`config.mk`:
```
export PLATFORM = sky130hd
export DESIGN_NAME = periodic_task_dispatcher_top
export DESIGN_NICKNAME = d
export VERILOG_FILES = /design/src/rtl/ptd_pkg.sv /design/src/rtl/ptd_cell.sv /design/src/rtl/periodic_task_dispatcher_top.sv
export SDC_FILE = /design/constraint.sdc
export NUM_CORES = 2
export LEC_CHECK = 0
export BUFFER_PORTS_ARGS = -buffer_cell sky130_fd_sc_hd__buf_2
export CAP_MARGIN = 10
export CELL_PAD_IN_SITES_DETAIL_PLACEMENT = 1
export CELL_PAD_IN_SITES_GLOBAL_PLACEMENT = 1
export CORE_UTILIZATION = 44
export DETAILED_ROUTE_END_ITERATION = 6
export GPL_TIMING_DRIVEN = 1
export PLACE_DENSITY = 0.73
export SETUP_SLACK_MARGIN = 0.05
export SLEW_MARGIN = 25
export SYNTH_ARGS = -nofsm -noshare
export SYNTH_HDL_FRONTEND = slang
export SYNTH_SLANG_ARGS = --single-unit
```
`constraint.sdc`:
```
create_clock -name clock -period 20.1 [get_ports clock]
set_input_delay 4.02 -clock clock [delete_from_list [all_inputs] [get_ports clock]]
set_output_delay 4.02 -clock clock [all_outputs]
set_load 0.05 [all_outputs]
```
`src/rtl/ptd_pkg.sv`:
```
`timescale 1ns / 1ps

package ptd_pkg;

   localparam int MAX_TASKS = 8;
   localparam int SLOT_W    = (MAX_TASKS > 1) ? $clog2(MAX_TASKS) : 1;
   localparam int CNT_W     = $clog2(MAX_TASKS + 1);

   localparam logic [1:0] KIND_TICK     = 2'd0;
   localparam logic [1:0] KIND_START    = 2'd1;
   localparam logic [1:0] KIND_DISPATCH = 2'd2;

   localparam logic [31:0]      IDLE_NONE = 32'hFFFF_FFFF;
   localparam logic [31:0]      REM_MIN   = 32'h8000_0000;
   localparam logic [CNT_W-1:0] SLOTS_ALL = CNT_W'(MAX_TASKS);

   typedef enum logic {
      S_IDLE,
      S_WALK
   } state_type;

   typedef struct packed {
      logic [1:0]  kind;
      logic [14:0] delay_ms;
      logic [14:0] period_ms;
   } req_type;

   typedef struct packed {
      logic        accepted;
      logic        dispatched;
      logic [2:0]  task_index;
      logic [31:0] idle_ms;
   } rsp_type;

   // slot load from a start request
   typedef struct packed {
      logic [14:0] delay_ms;
      logic [14:0] period_ms;
   } slot_write_type;

   // dispatch token walking the cell row
   typedef struct packed {
      logic              valid;
      logic [31:0]       elapsed;
      logic              dispatched;
      logic [SLOT_W-1:0] index;
      logic [31:0]       idle;
   } token_type;

endpackage

```
`src/rtl/ptd_cell.sv`:
```
`timescale 1ns / 1ps

module ptd_cell (
   input  logic                      clock,
   input  logic                      reset,
   input  logic [ptd_pkg::SLOT_W-1:0] cell_idx,
   input  logic                      wr_en,
   input  ptd_pkg::slot_write_type   wr,
   input  ptd_pkg::token_type        tok_prev,
   output ptd_pkg::token_type        tok_next
);
   import ptd_pkg::*;

   logic        run_ff, run_in;
   logic [31:0] rem_ff, rem_in;
   logic [14:0] per_ff, per_in;
   token_type   token_ff, token_in;

   logic [33:0] diff;
   logic        under;
   logic        due;
   logic        take;
   logic [31:0] rem_sub;
   logic [31:0] rem_reload;

   always_comb begin
      // saturating subtract of elapsed time, signed 32-bit result
      diff       = {{2{rem_ff[31]}}, rem_ff} - {2'b00, tok_prev.elapsed};
      under      = diff[33] & ~(diff[32] & diff[31]);
      rem_sub    = under ? REM_MIN : diff[31:0];
      due        = rem_sub[31] | (rem_sub == '0);
      take       = due & ~tok_prev.dispatched;
      rem_reload = rem_sub + {17'd0, per_ff};

      run_in   = run_ff;
      rem_in   = rem_ff;
      per_in   = per_ff;
      token_in = tok_prev;

      if (wr_en) begin
         run_in = 1'b1;
         rem_in = {17'd0, wr.delay_ms};
         per_in = wr.period_ms;
      end else if (tok_prev.valid && run_ff) begin
         rem_in = take ? rem_reload : rem_sub;
         if (take) begin
            token_in.dispatched = 1'b1;
            token_in.index      = cell_idx;
         end
         if (due) begin
            token_in.idle = '0;
         end else if (rem_sub < tok_prev.idle) begin
            token_in.idle = rem_sub;
         end
      end
   end

   always_ff @(posedge clock) begin
      rem_ff <= rem_in;
      per_ff <= per_in;
      if (reset) begin
         run_ff   <= 1'b0;
         token_ff <= '0;
      end else begin
         run_ff   <= run_in;
         token_ff <= token_in;
      end
   end

   assign tok_next = token_ff;

endmodule

```
`src/rtl/periodic_task_dispatcher_top.sv`:
```
`timescale 1ns / 1ps

// Periodic task dispatcher.
// Request channel (req_*): one request per item, kind tick, start or dispatch.
// Response channel (rsp_*): exactly one response per request, in order.
// A tick or a start request answers on the cycle after it is taken, and a
// new tick or start can be taken every cycle while the response is not stalled.
// A dispatch request launches a token down a row of MAX_TASKS slot cells,
// one cell per cycle; each cell ages its task, checks whether it is due and
// folds its remaining time into the idle minimum. The response is registered
// once the token leaves the last cell, and no other request is taken while
// the token walks the row.
// Reset clears the ms count, the last dispatch time, the slot fill count and
// every slot's running bit; slot timers are loaded when a start claims them.
// The response sits in an output register; while rsp_stall is high it holds
// and req_stall rises once a new request would need that register.
module periodic_task_dispatcher_top (
   input  logic             clock,
   input  logic             reset,
   input  logic             req_valid,
   output logic             req_stall,
   input  ptd_pkg::req_type req_data,
   output logic             rsp_valid,
   input  logic             rsp_stall,
   output ptd_pkg::rsp_type rsp_data
);
   import ptd_pkg::*;

   state_type        state_ff, state_in;
   logic [31:0]      ms_ff, ms_in;
   logic [31:0]      last_ff, last_in;
   logic [CNT_W-1:0] slots_ff, slots_in;
   logic             rsp_valid_ff, rsp_valid_in;
   rsp_type          rsp_data_ff, rsp_data_in;
   token_type        inject_ff, inject_in;

   token_type        chain [MAX_TASKS+1];
   logic [MAX_TASKS-1:0] chain_valid;
   logic [MAX_TASKS-1:0] wr_en;
   slot_write_type   wr;

   logic req_accept;
   logic rsp_take;
   logic chain_done;
   logic start_ok;
   logic is_dispatch;

   assign req_accept  = req_valid & ~req_stall;
   assign rsp_take    = rsp_valid_ff & ~rsp_stall;
   assign chain_done  = chain[MAX_TASKS].valid;
   assign is_dispatch = req_data.kind == KIND_DISPATCH;
   assign start_ok    = req_accept && (req_data.kind == KIND_START) && (slots_ff < SLOTS_ALL);

   // next state
   always_comb begin
      state_in = state_ff;
      unique case (state_ff)
         S_IDLE: begin
            if (req_accept && is_dispatch) state_in = S_WALK;
         end
         S_WALK: begin
            if (chain_done) state_in = S_IDLE;
         end
         default: state_in = S_IDLE;
      endcase
   end

   // state outputs: one request in flight at a time
   always_comb begin
      req_stall = 1'b1;
      unique case (state_ff)
         S_IDLE:  req_stall = rsp_valid_ff & rsp_stall;
         S_WALK:  req_stall = 1'b1;
         default: req_stall = 1'b1;
      endcase
   end

   // request decode and response load
   always_comb begin
      ms_in        = ms_ff;
      last_in      = last_ff;
      slots_in     = slots_ff;
      rsp_valid_in = rsp_valid_ff & ~rsp_take;
      rsp_data_in  = rsp_data_ff;
      inject_in    = '0;

      if (req_accept) begin
         rsp_data_in = '0;
         unique case (req_data.kind)
            KIND_TICK: begin
               ms_in        = ms_ff + 32'd1;
               rsp_valid_in = 1'b1;
            end
            KIND_START: begin
               if (start_ok) begin
                  slots_in             = slots_ff + CNT_W'(1);
                  rsp_data_in.accepted = 1'b1;
               end
               rsp_valid_in = 1'b1;
            end
            KIND_DISPATCH: begin
               last_in           = ms_ff;
               inject_in.valid   = 1'b1;
               inject_in.elapsed = ms_ff - last_ff;
               inject_in.idle    = IDLE_NONE;
            end
            default: begin
               rsp_valid_in = 1'b1;
            end
         endcase
      end

      if (chain_done) begin
         rsp_valid_in           = 1'b1;
         rsp_data_in.accepted   = 1'b0;
         rsp_data_in.dispatched = chain[MAX_TASKS].dispatched;
         rsp_data_in.task_index = 3'(chain[MAX_TASKS].index);
         rsp_data_in.idle_ms    = chain[MAX_TASKS].idle;
      end
   end

   assign wr.delay_ms  = req_data.delay_ms;
   assign wr.period_ms = req_data.period_ms;
   assign chain[0]     = inject_ff;

   genvar g;
   generate
      for (g = 0; g < MAX_TASKS; g++) begin : g_cell
         assign wr_en[g]       = start_ok && (slots_ff == CNT_W'(g));
         assign chain_valid[g] = chain[g+1].valid;

         ptd_cell u_cell (
            .clock    (clock),
            .reset    (reset),
            .cell_idx (SLOT_W'(g)),
            .wr_en    (wr_en[g]),
            .wr       (wr),
            .tok_prev (chain[g]),
            .tok_next (chain[g+1])
         );
      end
   endgenerate

   always_ff @(posedge clock) begin
      rsp_data_ff <= rsp_data_in;
      if (reset) begin
         state_ff     <= S_IDLE;
         ms_ff        <= '0;
         last_ff      <= '0;
         slots_ff     <= '0;
         rsp_valid_ff <= 1'b0;
         inject_ff    <= '0;
      end else begin
         state_ff     <= state_in;
         ms_ff        <= ms_in;
         last_ff      <= last_in;
         slots_ff     <= slots_in;
         rsp_valid_ff <= rsp_valid_in;
         inject_ff    <= inject_in;
      end
   end

   assign rsp_valid = rsp_valid_ff;
   assign rsp_data  = rsp_data_ff;

   // response register is empty while a token walks the row
   a_walk_no_rsp: assert property (@(posedge clock) disable iff (reset)
      (state_ff == S_WALK) |-> !rsp_valid_ff)
      else $error("response pending during dispatch walk");

   // at most one token in the row
   a_one_token: assert property (@(posedge clock) disable iff (reset)
      $onehot0(chain_valid))
      else $error("more than one dispatch token in flight");

   // a token leaves the row only while walking
   a_done_in_walk: assert property (@(posedge clock) disable iff (reset)
      chain_done |-> (state_ff == S_WALK))
      else $error("dispatch token finished outside walk");

   // fill count never passes the slot count
   a_slots_bound: assert property (@(posedge clock) disable iff (reset)
      slots_ff <= SLOTS_ALL)
      else $error("slot fill count overflow");

endmodule
```
==> results.yml <==
synth:
  syn_area_mm2: 0.0693
  synth_ff_type: "dfxtp_1"
  ys_types: 105
  synth-async-reset-ratio: 0
  ys_ff_latch: 1037
  synth_top_area_cell: "dfxtp_1"
  synth_edf_count: 276
  netlist_top_cells_count: "782 x inv_1, 775 x nor2_1, 761 x dfxtp_1"
  syn_inst: 8326
  synth_most_common_cell: "inv_1"
  ys_seq_area_frac: 0.340
  syn_avg_cell_area_um2: 8.32
  ys_warn_count: 0
  synth_area_leaders: "dfxtp_1 22%, ha_1 12%, edfxtp_1 12%"
  synth_top_area_share: 0.220
  syn_nets: 9047
placement:
  place_hpwl_um: 204000
  pre_cts_slack_ps: 11440
  port_buffers: 74
  gp_congestion: 0.972
worst_setup_path:
  regToRegStartpoint: "g_cell[1].u_cell.tok_next[52]$_SDFF_PP0_"
  arrival_ps: 4630
  required_ps: 16080
  path_max_fanout: 3
  path_class: "in -> out"
  crit_path_start: "rsp_stall"
  worst_setup_path_start_kind: "primary input"
  worstSetupEndpointType: "output port"
floorplan:
  die_h_um: 399
  pin_count: 75
  fp-row-count: 145
  core_mm2: 0.156
  die_area_mm2: 0.159
  initial_utilization: 0.443
  fp.dieW_um: 399
worst_hold_path:
  hp-class: "reg -> reg"
  hp-start: "g_cell[4].u_cell.tok_next[55]$_SDFF_PP0_"
cts:
  h-tree-depth: 3
  cts_setup_buffers: 0
  cts_hold_buffers: 0
  cts_made_buffers: 119
  postCtsResizedCells: 0
  cts_tree: "yes"
  clock_latency_ps: 760
  clock-sinks: 1037
  clockBufferDepth: 3
  clockRootBuffer: "clkbuf_16"
  clk_pin_slew_worst_paths_ps: 70
cells_and_area:
  nNetsFinal: 8970
  syn_to_final_growth_pct: 9.72
  drive_gt1_frac: 0.0567
routing:
  drtIter0Drc: 4998
  wl_met2_um: 120000
  routed_wirelength_um: 265000
  drc: 0
  first_pass_iters: 7
  ant_nets: 0
  wl_met3_um: 14000
  wire_per_inst_um: 25.4
  drt-vias-per-instance: 6.03
  top_layer_used: "met5"
  wl_met1_um: 114000
  vias: 62910
timing:
  slew_violations: 0
  fin_setup_tns_ps: 0
  hold_viol_final: 0
  worst_slew_pin_slew_ps: 1080
  slew_headroom: 0.280
  layout_setup_ws_ps: 11450
  finalCritPeriodShare: 0.431
  finalSetupViolCount: 0
  rsz0062_at_grt: "no"
  timing.fmax_mhz: 116
  finalCriticalPeriod_ps: 8650
  skew_ps: 22.1
global_routing:
  grt_pass1_wl_um: 394000
  track_usage: 0.326
  grt_max_degree: 155
  antenna_found_initial: 28
  grt_overflow_total: 0
  first_global_vias: 63605
job:
  maxCapViolations: 0
power:
  power-per-cell-area_mw_per_mm2: 78.3
  vdd.ir_drop.worst_uv: 87.8
  cellLeakagePower_nw: 30.7
run_status:
  status: "complete, no violations"
[per-stage QoR]
| stage | util | instances | power [W] | hold slack [ps] | cell area, um2 |
|---|---|---|---|---|---|
| final | 0.487 | 10427 | 0.00595 | 438 | 76000 |
| after global routing | 0.486 | 10422 | 0.00618 | 472 | 76000 |
| after CTS | 0.486 | 10411 | 0.00596 | 442 | 75900 |
| after detailed placement | 0.458 | 10186 | 0.00354 | 436 | 71600 |
| after global placement | 0.458 | 10185 | 0.00349 | 427 | 71600 |
| after floorplan | - | 8326 | 0.00318 | 406 | 69300 |
[kinds of logic after synthesis]
logic type | share of synthesized area
and+or+nand+nor | 0.197
AOI/OAI and AO/OA | 0.203
buffers and inverters | 0.0616
DFF | 0.340
adders and majority gates | 0.126
xor gates and xnor gates | 0.0535
muxes | 0.0191
[sequential cells by signal, summed over array words and instances, names as in the netlist]
signal / flops
g_cell.u_cell.per_ff: 120
rsp_data: 37
ms_ff: 32
state_ff: 1
g_cell.u_cell.tok_next: 513
g_cell.u_cell.rem_ff: 256
slots_ff: 4
g_cell.u_cell.run_ff: 8
last_ff: 32
chain: 33
rsp_valid: 1
[layout make-up]
cell class                 instances  area (um2)
clock buffer                     157        3460
clock inverter                    68         901
timing repair buffer             144         928
fill                           18673       80200
tap                             2058        2570
sequential                      1037       23500
antenna                           16        40.0
multi-input combinational       6165       41600
inverter                         782        2940
[worst max-delay path, cell delays in order]
cell,delay (ps)
buf_2,110
a21oi_1,230
inv_1,60
buf_2,210
[cell usage in the layout, fill, tap and decap left out, types with 121 or more instances in the layout]
cell type,Yosys,layout
ha_1,668,668
nand4_1,127,127
xor2_1,175,175
a21oi_1,510,508
inv_1,782,782
mux2i_1,121,121
edfxtp_1,276,276
a22o_1,139,139
dfxtp_1,761,761
clkbuf_16,0,127
nor2_1,775,772
o21ai_0,506,506
xnor2_1,248,248
nor2b_1,140,139
nor3_1,235,235
nand2_1,706,706
nand3_1,160,159
a21o_1,259,258
[final timing paths]
check / end / cells past startpoint / slack [ps]
worst max-delay path: req_stall / 4 / 11450
worst min-delay path: g_cell[5].u_cell.tok_next[55]$_SDFF_PP0_ / 2 / 440
worst max register to register: g_cell[2].u_cell.tok_next[3]$_SDFF_PP0_ / 25 / 11970
worst min register to register: g_cell[5].u_cell.tok_next[55]$_SDFF_PP0_ / 2 / 440
[where the power goes]
part           internal [W]  leakage, nW  switching, W
Combinational      0.000473         19.9      0.000858
Clock               0.00145         2.14      0.000974
Sequential          0.00218         8.66     0.0000182
Total               0.00410         30.7       0.00185
[metal layers]
metal | vias to the layer above | global-route usage
met2 | 1759 | 0.524
met3 | 561 | 0.0368
met1 | 31122 | 0.421
met5 | - | 0
met4 | 8 | 0.191
li1 | 29460 | -
Note: power is estimated with default switching activity, not from simulation.
